[config.mk]
export PLATFORM = sky130hd
export DESIGN_NAME = pcxrle_ctrl
export DESIGN_NICKNAME = d
export VERILOG_FILES = /design/src/rtl/pcxrle_pkg.sv /design/src/rtl/pcxrle_ctrl.sv
export SDC_FILE = /design/constraint.sdc
export NUM_CORES = 1
export LEC_CHECK = 0
export BUFFER_PORTS_ARGS = -buffer_cell sky130_fd_sc_hd__clkbuf_2
export CORE_AREA = 2 2 39 41
export CTS_CLUSTER_DIAMETER = 40
export DETAILED_ROUTE_END_ITERATION = 16
export DIE_AREA = 0 0 41 43
export MAX_ROUTING_LAYER = met4
export SYNTH_ARGS = -nofsm -noshare
export SYNTH_HDL_FRONTEND = slang
export SYNTH_SLANG_ARGS = --single-unit
[constraint.sdc]
create_clock -name i_clk -period 1.8 [get_ports i_clk]
set_clock_uncertainty 0.1 [all_clocks]
set_input_delay 0 -clock i_clk [delete_from_list [all_inputs] [get_ports i_clk]]
set_output_delay 0 -clock i_clk [all_outputs]
set_load 0.01 [all_outputs]
[src/rtl/pcxrle_pkg.sv]
package pcxrle_pkg;

    // Default depth of the line store, in bytes per plane.
    localparam int DEF_MAX_PLANE_BYTES = 1024;

    // A byte at or above this value opens a run; the excess is the repeat count.
    localparam logic [7:0] RUN_MARK = 8'd192;

    // Register widths and their values after reset.
    localparam int PLANE_BYTES_W  = 11;
    localparam int IMAGE_WIDTH_W  = 11;
    localparam int IMAGE_HEIGHT_W = 16;
    localparam int CFG_DATA_W     = 16;
    localparam int COLUMN_W       = 10;

    localparam logic [PLANE_BYTES_W-1:0]  RST_PLANE_BYTES  = 11'd1024;
    localparam logic [IMAGE_WIDTH_W-1:0]  RST_IMAGE_WIDTH  = 11'd1024;
    localparam logic [IMAGE_HEIGHT_W-1:0] RST_IMAGE_HEIGHT = 16'd65535;

    // Configuration register indexes.
    typedef enum logic [1:0] {
        CFG_PLANE_BYTES  = 2'd0,
        CFG_IMAGE_WIDTH  = 2'd1,
        CFG_IMAGE_HEIGHT = 2'd2
    } t_cfg_index;

    // Colour plane codes in the order they arrive within a scan line.
    localparam logic [1:0] PLANE_RED   = 2'd0;
    localparam logic [1:0] PLANE_GREEN = 2'd1;
    localparam logic [1:0] PLANE_BLUE  = 2'd2;

    // Commands from the controller to the datapath.
    typedef struct packed {
        logic take_in;    // accept the input transaction
        logic place;      // place the current byte once
        logic capture;    // load the line store read data into the hold stage
        logic push;       // move the hold stage into the output register
        logic push_last;  // the pushed pixel ends the burst
    } t_dp_cmd;

    // Status from the datapath to the controller.
    typedef struct packed {
        logic start_work;  // the offered byte is a literal or the data byte of a run
        logic count_zero;  // no placements left for the current byte
        logic produce;     // the next placement makes a pixel
        logic hold_valid;  // a pixel waits in the hold stage
        logic out_free;    // the output register can take a pixel now
    } t_dp_sts;

endpackage

[src/rtl/pcxrle_ctrl.sv]
module pcxrle_ctrl
    import pcxrle_pkg::*;
(
    input  logic    i_clk,
    input  logic    i_rst_n,
    input  logic    i_valid,
    output logic    o_stall,
    input  t_dp_sts i_sts,
    output t_dp_cmd o_cmd
);

    typedef enum logic [3:0] {
        S_IDLE  = 4'b0001,
        S_RUN   = 4'b0010,
        S_READ  = 4'b0100,
        S_FLUSH = 4'b1000
    } t_state;

    t_state  r_state;
    t_state  n_state;

    // Next state and datapath commands.
    always_comb begin
        n_state = r_state;
        o_cmd   = '0;
        unique case (r_state)
            S_IDLE: begin
                if (i_valid) begin
                    o_cmd.take_in = 1'b1;
                    if (i_sts.start_work) begin
                        n_state = S_RUN;
                    end
                end
            end
            S_RUN: begin
                if (i_sts.count_zero) begin
                    n_state = i_sts.hold_valid ? S_FLUSH : S_IDLE;
                end else if (i_sts.produce && i_sts.hold_valid && !i_sts.out_free) begin
                    // The held pixel has nowhere to go yet.
                    n_state = S_RUN;
                end else begin
                    o_cmd.place = 1'b1;
                    if (i_sts.produce) begin
                        o_cmd.push = i_sts.hold_valid;
                        n_state    = S_READ;
                    end
                end
            end
            S_READ: begin
                o_cmd.capture = 1'b1;
                n_state       = S_RUN;
            end
            S_FLUSH: begin
                if (!i_sts.hold_valid) begin
                    n_state = S_IDLE;
                end else if (i_sts.out_free) begin
                    o_cmd.push      = 1'b1;
                    o_cmd.push_last = 1'b1;
                    n_state         = S_IDLE;
                end
            end
            default: begin
                n_state = S_IDLE;
            end
        endcase
    end

    // State register.
    always_ff @(posedge i_clk) begin
        if (!i_rst_n) begin
            r_state <= S_IDLE;
        end else begin
            r_state <= n_state;
        end
    end

    assign o_stall = (r_state != S_IDLE);

endmodule

=== Yosys cells after proc, flatten, opt, wreduce, memory -nomap -nowiden ===
Cells that the tools add are included.

* Muxes and demuxes: 22
* Equality and inequality tests: 9
* Reduce and logical (&&, ||, !) cells: 4

{| class="wikitable"
|+ Operator list
! kind !! number
|-
| two-way mux 4 bit || 8
|-
| case mux 4 bit (4 select lines) || 1
|-
| two-way mux 1 bit || 10
|-
| == test 4 x 1 -> 1 bit, second input constant || 1
|-
| == test 4 x 2 -> 1 bit, second input constant || 1
|-
| == test 4 x 3 -> 1 bit, second input constant || 1
|-
| == test 4 bit, second input constant || 1
|-
| two-way mux 2 bit || 2
|-
| inequality test 2 bit, second input constant || 2
|-
| inequality test 4 x 1 -> 1 bit, second input constant || 1
|-
| inequality test 4 bit, second input constant || 1
|-
| AND reduction 4 bit || 1
|-
| inequality test 3 bit, second input constant || 1
|-
| logical AND 1 bit || 2
|-
| case mux 1 bit (2 select lines) || 1
|-
| logical NOT 1 bit || 1
|}

* Flip-flop bits (word level): 4
* Output and inout bits: 6
* Word-level logic and storage cells: 36
* Input bits: 8

=== Logic depth before layout (Yosys ltp) ===
Gate-level depths: netlist of the first run.

* Depth after elaboration: 5
* Depth in mapped cells: 3
* Depth with buffers taken out: 3

=== Least setup slack after synthesis of the first run ===
Ideal clock, no wire load.

* Path type: reg-to-reg
* From: reg r_state[2]
* To: reg r_state[1]
* Arrival time: 1.230 ns
* Required time: 1.642 ns
* Setup slack: 0.412 ns
* Buffers on the path: 0
* Cell stages (with the launch flop): 4
* Period minus slack after synthesis: 1.388 ns
* Library setup time: 0.058 ns
* Cell sequence: dfxtp_1 -> or4b_4 -> a211oi_2 -> o211a_1

* Word-level cells in the longest chain between the ends: 3
* Elaborated cells between the ends (all ways): 10
* Those cells by class: eq/ne (8); mux (1); reduce/logical (1)

{| class="wikitable"
|+ RTL lines
! what !! RTL line !! RTL
|-
| start, declared || pcxrle_ctrl.sv:19 || <nowiki>t_state r_state;</nowiki>
|-
| start signal, assigned || pcxrle_ctrl.sv:73 || <nowiki>r_state <= n_state;</nowiki>
|-
| == test 4 x 2 -> 1 bit (tied with other cells) || pcxrle_ctrl.sv:26 || <nowiki>unique case (r_state)</nowiki>
|-
| inequality test 4 bit (no source line) (tied with other cells) || n/a ||
|-
| AND reduction 4 bit (no source line) || n/a ||
|}

Parallel ways exist; a longest one is shown, timed or not.
A chain may end at the register's enable or synchronous reset.

==> impl_metrics.tcl, run 1 <==
set metrics [dict create \
    synth_mux_area_share_pct 0 \
    vias 336 \
    hold_path_class "in2reg" \
    final_cell_mix "clkbuf_2 (13), dlygate4sd3_1 (4), dfxtp_1 (4)" \
    synth_area_um2 289.0 \
    vias_per_cell 4.870 \
    start_util_pct 20.89 \
    die_area_um2 1763 \
    worstMarginPinSlew_ns 0.4797 \
    n_antenna_cell 0 \
    clk_path_buf_depth 2 \
    grt_overflow_total 0 \
    wire_per_inst_um 10.33 \
    regMostFlops "r_state" \
    synth_warnings 0 \
    yosysUniqueCellTypes 24 \
    fmax_mhz 599.9 \
    track_usage_pct 9.774 \
    min_period_ns 1.667 \
    nets 63 \
    drive_gt1_share_pct 35.85 \
    setup_ws_ns 0.1331 \
    die_x_um 41 \
    portBuffers 13 \
    row_count 14 \
    ant_nets 0 \
    synth_cells 34 \
    cp.arrival_ns 1.57 \
    clkTransAtPathRegs_ns 0.04 \
    place_congestion 0.7216 \
    synth_seq_cells 4 \
    ir_worst_vdd_mv 0.3592 \
    die_h_um 43 \
    ys.flop_type "dfxtp_1" \
    power_density_nw_per_um2 751.7 \
    async_flop_share_pct 0 \
    hold_viol 0 \
    combPwrFrac_pct 29.4 \
    crit_required_ns 1.70 \
    cts_num_sinks 4 \
    largest_reg_flops 4 \
    drc 0 \
    regArea_um2 80.08 \
    cts_buffers 3 \
    p_leak_nw 0.1921 \
    cts_tree "yes" \
    yosys.area_share.simple_pct 40.69 \
    clk_latency_ns 0.24 \
    postCtsSetupBuffers 0 \
    grt_pass1_wl_um 1110 \
    multi_input_area_um2 190.2 \
    synth_compound_area_share_pct 22.08 \
    mostFrequentLayoutCell "clkbuf_2" \
    synth-edff-count 0 \
    drt_iter0_markers 7 \
    h-tree-depth 1 \
    netSwitchingPower_uw 100.7 \
    p_int_uw 221.9 \
    pin_count 14 \
    synth_nets 42 \
    root_buffer "clkbuf_4" \
    end_kind "primary output" \
    seqPwrFrac_pct 35.3 \
    syn_area_per_cell_um2 8.501 \
    antenna_found_initial 0 \
    synthAdderAreaFrac_pct 0 \
    fin_setup_tns_ns 0 \
    slew_viol_final 0 \
    grt_pass1_vias 290 \
    drv_cap 0 \
    dp_hpwl_um 523.6 \
    postCtsHoldBufs 4 \
    wl_um 713 \
    reg_top3 "r_state (4)" \
    drt-pass1-iter-count 4 \
    areaGrowthSynthToFinish_pct 48.49 \
    synth-seq-area-share_pct 27.71 \
    fin_crit_sh_pct 92.61 \
    power.share.clock_pct 35.3 \
    synth_xor_xnor_area_share_pct 3.030 \
    synth_top_family_by_area "simple AND/OR/NAND/NOR gates" \
    critPathKind "reg2out" \
    cp_max_fo 7 \
    core_area_um2 1384 \
    setup_viol 0 \
    start_kind "flop" \
    outcome "finished clean" \
    grt_max_degree 8 \
    pre_cts_ws_ns 0.3311 \
    cts-resized-gates 0 \
    swShare_pct 31.22 \
    max_slew_margin_pct 67.57 \
    rsz0062_at_grt "no" \
    fillers 153 \
]
[power by group through the flow]
stage          Sequential (mW)  Clock (mW)  Combinational [mW]
3_5_place_dp             0.115           0              0.0868
5_1_grt                  0.116       0.125               0.106
4_1_cts                  0.114       0.120              0.0937
6_report                 0.114       0.114              0.0948
2_1_floorplan            0.112           0              0.0563
3_3_place_gp             0.115           0              0.0860
[critical path: stages, from the launching register on]
cell	delay (ns)
dfxtp_1	0.36
or4b_4	0.59
a311oi_1	0.21
clkbuf_2	0.17
[layer usage]
metal / global-route usage, % / vias up / wire [µm]
met1: 11.25 / 161 / 286
met4: 2.000 / 0 / 0
met2: 14.06 / 6 / 381
li1: - / 169 / -
met5: - / - / 0
met3: 6.283 / 0 / 44
[metrics by stage]
step	hold WS (ns)	util (%)	area, µm²	power [mW]	cells
6_report	0.07101	31.01	429.2	0.3226	69
2_1_floorplan	0.01750	-	289.0	0.1679	34
5_1_grt	0.08737	31.01	429.2	0.3469	69
3_5_place_dp	0.1347	26.49	366.6	0.2019	62
4_1_cts	0.06373	31.01	429.2	0.3271	69
3_3_place_gp	0.1307	26.49	366.6	0.2008	62
[area by class of cell]
class                           instances  area share [%]
Tap cell                               16           4.665
Timing Repair Buffer                   17           24.49
Sequential cell                         4           18.66
Multi-Input combinational cell         26           44.31
Inverter                                3           2.624
Clock buffer                            3           5.248
[cells in the mapped netlist (all sizes together) (2+ instances only)]
| master | number | area [µm²] |
|---|---|---|
| inv | 3 | 11.26 |
| nor4b | 2 | 17.52 |
| or4 | 2 | 16.27 |
| nand2 | 2 | 7.510 |
| dfxtp | 4 | 80.08 |
| a21oi | 2 | 10.01 |
| nor2 | 3 | 11.26 |
[worst paths after layout]
check	startpoint	to	slack, ns	cells past startpoint
max	r_state[2]	o_cmd[3]	0.13	3
min	i_sts[3]	r_state[2]	0.07	3
max reg2reg	r_state[2]	r_state[1]	0.32	3
min reg2reg	r_state[0]	r_state[1]	0.64	2
[cells by family (layout without fill, tap and decap cells)]
logic type / Yosys count / in the layout
buffers and inverters: 4 / 23
flip-flops: 4 / 4
AO/OA/AOI/OAI: 8 / 8
XOR/XNOR: 1 / 1
AND/OR/NAND/NOR: 17 / 17
(Power assumes the default switching activity.)
==> run 2, diff against run 1 <==
--- a/config.mk
+++ b/config.mk
@@ -11,6 +11,7 @@
 export DETAILED_ROUTE_END_ITERATION = 16
 export DIE_AREA = 0 0 41 43
 export MAX_ROUTING_LAYER = met4
+export PLACE_DENSITY = 0.41
 export SYNTH_ARGS = -nofsm -noshare
 export SYNTH_HDL_FRONTEND = slang
 export SYNTH_SLANG_ARGS = --single-unit
==> run 2 against run 1 <==
  * Count of clock-buffer cells in the layout stayed put
  * Worst hold slack worse by 0.056 ns
  * Sequential cell count stayed put
  * Sequential share of layout area is 0.45 points higher
  * Maximum frequency is 1.3% lower
  * Die area stayed put
  * Combinational power is 3.9% lower
  * First-iteration DRC count is 86% lower
  * Via count is 6.0% lower
  * Critical endpoint is now o_cmd[1]
  * Highest routed layer unchanged
==> impl_metrics.tcl, run 2 (synthesized netlist as in run 1, its figures left out) <==
set metrics [dict create \
    outcome "finished clean" \
    wire_per_inst_um 10.26 \
    p_leak_nw 0.1894 \
    crit_required_ns 1.70 \
    start_kind "flop" \
    final_cell_mix "clkbuf_2 (13), dfxtp_1 (4)" \
    drc 0 \
    die_x_um 41 \
    grt_pass1_wl_um 1159 \
    ir_worst_vdd_mv 0.2606 \
    grt_max_degree 8 \
    r2r-end "r_state[2]" \
    utilization_pct 30.29 \
    max_slew_margin_pct 70.01 \
    fmax_mhz 592.0 \
    track_usage_pct 9.990 \
    min_path_cells 4 \
    cp_max_fo 7 \
    drt-pass1-iter-count 3 \
    portBuffers 13 \
    end_kind "primary output" \
    rsz0062_at_grt "no" \
    fin_crit_sh_pct 93.85 \
    cp.arrival_ns 1.59 \
    h-tree-depth 1 \
    hold_viol 0 \
    mostFrequentLayoutCell "clkbuf_2" \
    clkTransAtPathRegs_ns 0.03 \
    setup_viol 0 \
    whs_endpoint "r_state[0]" \
    antenna_found_initial 0 \
    drv_cap 0 \
    core_area_um2 1384 \
    dp_hpwl_um 566.2 \
    pin_count 14 \
    worstReg2RegStart "r_state[0]" \
    hold_path_class "in2reg" \
    place_congestion 0.6728 \
    r2r_setup_slack_ns 0.30 \
    grt_overflow_total 0 \
    drive_gt1_share_pct 36.54 \
    postCtsSetupBuffers 0 \
    fin_setup_tns_ns 0 \
    n_antenna_cell 0 \
    final_cells 68 \
    vias_per_cell 4.647 \
    wl_um 698 \
    areaGrowthSynthToFinish_pct 45.02 \
    vias 316 \
    cts_num_sinks 4 \
    grt_pass1_vias 311 \
    critPathKind "reg2out" \
    reg_top3 "r_state (4)" \
    clk_latency_ns 0.23 \
    row_count 14 \
    min_period_ns 1.689 \
    regMostFlops "r_state" \
    dp.cells 62 \
    root_buffer "clkbuf_4" \
    drt_iter0_markers 1 \
    start_util_pct 20.89 \
    cts_buffers 3 \
    cts_tree "yes" \
    ant_nets 0 \
    worstMarginPinSlew_ns 0.4436 \
    nets 62 \
    clk_path_buf_depth 2 \
    largest_reg_flops 4 \
    power_density_nw_per_um2 743.6 \
    slew_viol_final 0 \
    ff2ff_path_depth 3 \
    die_h_um 43 \
    die_area_um2 1763 \
    hold_start "i_valid" \
]
[run 2: worst max-delay path: stages (launching register included)]
cell and delay, ns:
dfxtp_1 0.36, or4_2 0.70, a21oi_1 0.15, clkbuf_2 0.15
[run 2: layer usage]
metal / wire [µm] / track usage, % / vias to the layer above
li1: - / - / 167
met3: 39 / 1.571 / 0
met5: 0 / - / -
met4: 0 / 6.000 / 0
met2: 362 / 16.25 / 6
met1: 296 / 10.65 / 143
[run 2: final cells by class]
| type | count | area (µm²) |
|---|---|---|
| fill | 159 | 964.7 |
| multi-input combinational | 26 | 190.2 |
| timing repair buffer | 16 | 95.09 |
| sequential | 4 | 80.08 |
| clock buffer | 3 | 22.52 |
| tap | 16 | 20.02 |
| inverter | 3 | 11.26 |
[run 2: worst max path at each step]
stage,from,to,slack [ns],cells after the start
2_1_floorplan,r_state[2],r_state[1],0.41,3
3_3_place_gp,r_state[0],r_state[2],0.24,3
3_5_place_dp,r_state[0],r_state[2],0.28,3
4_1_cts,r_state[2],o_cmd[3],0.1,3
5_1_grt,r_state[2],o_cmd[1],0.03,3
6_report,r_state[2],o_cmd[1],0.11,3
[run 2: timing repair]
item                                   CTS  global route
endpoints found under the hold margin    3             0
hold buffers                             3             0
resized for setup                        0             0
setup endpoints to repair                0             0
[run 2: through the flow]
step	power, mW	hold WS (ns)	area [µm²]	setup slack (ns)
floorplan	0.1679	0.01750	289.0	0.4120
global placement	0.2057	0.1248	366.6	0.2392
detailed placement	0.2028	0.1341	366.6	0.2809
CTS	0.3202	0.01630	419.2	0.09773
global route	0.3354	0.06690	419.2	0.03034
finish	0.3117	0.01456	419.2	0.1107
[run 2: power by group]
| group | internal (mW) | switching (mW) |
|---|---|---|
| combinational | 0.0466 | 0.0445 |
| sequential | 0.0992 | 0.0158 |
| clock | 0.0742 | 0.0314 |
| total | 0.220 | 0.0916 |
==> run 3, diff against run 2 <==
--- a/config.mk
+++ b/config.mk
@@ -10,8 +10,7 @@
 export CTS_CLUSTER_DIAMETER = 40
 export DETAILED_ROUTE_END_ITERATION = 16
 export DIE_AREA = 0 0 41 43
-export MAX_ROUTING_LAYER = met4
-export PLACE_DENSITY = 0.41
+export PLACE_DENSITY = 0.42
 export SYNTH_ARGS = -nofsm -noshare
 export SYNTH_HDL_FRONTEND = slang
 export SYNTH_SLANG_ARGS = --single-unit
==> constraint.sdc (replaced) <==
create_clock -name i_clk -period 1.5 [get_ports i_clk]
set_clock_uncertainty 0.1 [all_clocks]
set_input_delay 0 -clock i_clk [delete_from_list [all_inputs] [get_ports i_clk]]
set_output_delay 0 -clock i_clk [all_outputs]
set_load 0.01 [all_outputs]
==> run 3 against run 2 <==
  * Count of clock-buffer cells in the layout did not move
  * Critical endpoint is now o_cmd[3]
  * Sequential power grew 18%
  * Total power is 29% higher
  * Worst hold slack worse by 0.015 ns
  * Largest power group is now combinational logic
  * Via count grew 1.9%
  * Design area increased by 9.6%
  * The flow now finishes with violations (negative hold slack, negative setup slack)
  * Wire length up 6.3%
  * Register-to-register slack got worse by 0.24 ns
  * Critical path depth is the same
==> impl_metrics.tcl, run 3 (synthesized netlist as in run 1, its figures left out) <==
set metrics [dict create \
    setup_viol 1 \
    vias 322 \
    row_count 14 \
    root_buffer "clkbuf_4" \
    clk_latency_ns 0.23 \
    antenna_found_initial 0 \
    p_leak_nw 0.2119 \
    core_area_um2 1384 \
    drv_cap 0 \
    drt_iter0_markers 0 \
    ir_worst_vdd_mv 0.3103 \
    fmax_mhz 623.2 \
    die_x_um 41 \
    portBuffers 13 \
    ant_nets 0 \
    cts_tree "yes" \
    dp_hpwl_um 594.3 \
    cts_num_sinks 4 \
    rsz0062_at_grt "yes" \
    min_path_cells 2 \
    critPathKind "reg2out" \
    h-tree-depth 1 \
    slew_viol_final 0 \
    grt_overflow_total 0 \
    grt_pass1_vias 323 \
    mostFrequentLayoutCell "clkbuf_2" \
    grt_max_degree 7 \
    end_kind "primary output" \
    fin_hold_ws_ns -0.0008406 \
    areaGrowthSynthToFinish_pct 58.87 \
    cp.arrival_ns 1.50 \
    place_congestion 0.6439 \
    postCtsSetupBuffers 0 \
    hold_viol 1 \
    start_kind "flop" \
    clk_path_buf_depth 2 \
    drt-pass1-iter-count 1 \
    regMostFlops "r_state" \
    crit_required_ns 1.40 \
    min_period_ns 1.605 \
    worstMarginPinSlew_ns 0.2640 \
    pin_count 14 \
    pre_cts_ws_ns 0.06799 \
    hold_start "i_sts[2]" \
    max_slew_margin_pct 82.27 \
    wire_per_inst_um 10.45 \
    track_usage_pct 10.15 \
    power_density_nw_per_um2 877.9 \
    fin_setup_tns_ns -0.1046 \
    failed_checks "negative hold slack, negative setup slack" \
    drive_gt1_share_pct 54.55 \
    ff2ff_path_depth 3 \
    r2r_setup_slack_ns 0.06 \
    grt_pass1_wl_um 1235 \
    whs_endpoint "r_state[2]" \
    drc 0 \
    die_h_um 43 \
    nets 65 \
    fin_crit_sh_pct 107.0 \
    setup_ws_ns -0.1046 \
    largest_reg_flops 4 \
    worstReg2RegStart "r_state[0]" \
    n_antenna_cell 0 \
    start_util_pct 20.89 \
    wl_um 742 \
    r2r-end "r_state[1]" \
    reg_top3 "r_state (4)" \
    cp_max_fo 5 \
    die_area_um2 1763 \
    hold_path_class "in2reg" \
    clkTransAtPathRegs_ns 0.03 \
    vias_per_cell 4.535 \
    final_cell_mix "clkbuf_2 (12), buf_4 (5)" \
    outcome "finished, violations left" \
    cts_buffers 3 \
]
==> run 3: cell count changes in the layout (fill, tap and decap cells not counted), moves of 2 or more <==
cell | previous run | this run
dlygate4sd3_1 | 3 | 1
buf_4 | 0 | 5
dfxtp_2 | 0 | 3
dfxtp_1 | 4 | 1
==> run 3: worst max-delay path: stages (launching register included) <==
cell	delay, ns
dfxtp_1	0.33
or4b_4	0.58
a311oi_2	0.20
clkbuf_2	0.17
==> run 3: power breakdown <==
| group | switching, mW | internal [mW] |
|---|---|---|
| clock network | 0.0392 | 0.0892 |
| logic | 0.0632 | 0.0761 |
| registers | 0.0151 | 0.120 |
| total | 0.117 | 0.286 |
==> run 3: how the worst max path moves through the flow <==
stage / slack, ns / from / endpoint
floorplan: 0.11 / r_state[2] / r_state[1]
global placement: 0.06 / r_state[3] / r_state[1]
detailed placement: 0.07 / r_state[2] / r_state[1]
CTS: -0.12 / r_state[0] / o_cmd[3]
global route: -0.15 / r_state[0] / o_cmd[3]
finish: -0.10 / r_state[0] / o_cmd[3]
==> run 3: timing repair <==
item	in CTS	in global routing
pin swaps	1	2
gates resized for setup	3	5
hold buffers	1	0
setup endpoints to repair	3	7
hold endpoints to repair	1	0
==> run 3: routing by layer <==
metal | share of wire [%] | track usage [%] | vias to the layer above | wire, µm
met5 | 0 | 0 | - | 0
met4 | 0 | 6.000 | 0 | 0
met3 | 5.0 | 2.094 | 0 | 37
met2 | 54 | 15.31 | 5 | 399
met1 | 41 | 12.58 | 147 | 305
li1 | - | - | 170 | -
==> run 3: area by class of cell <==
cell class	count	area [µm²]
fill	160	924.6
clock buffer	3	22.52
tap	16	20.02
sequential	4	83.83
multi-input combinational	26	209.0
inverter	3	11.26
timing repair buffer	19	112.6
==> run 3: per-stage QoR <==
stage / power (mW) / std cells / area, µm² / util (%)
final: 0.4031 / 71 / 459.2 / 33.18
after global routing: 0.4371 / 71 / 459.2 / 33.18
after CTS: 0.4049 / 71 / 449.2 / 32.46
after detailed placement: 0.2653 / 67 / 404.1 / 29.20
after global placement: 0.2660 / 67 / 404.1 / 29.20
after floorplan: 0.2014 / 34 / 289.0 / -
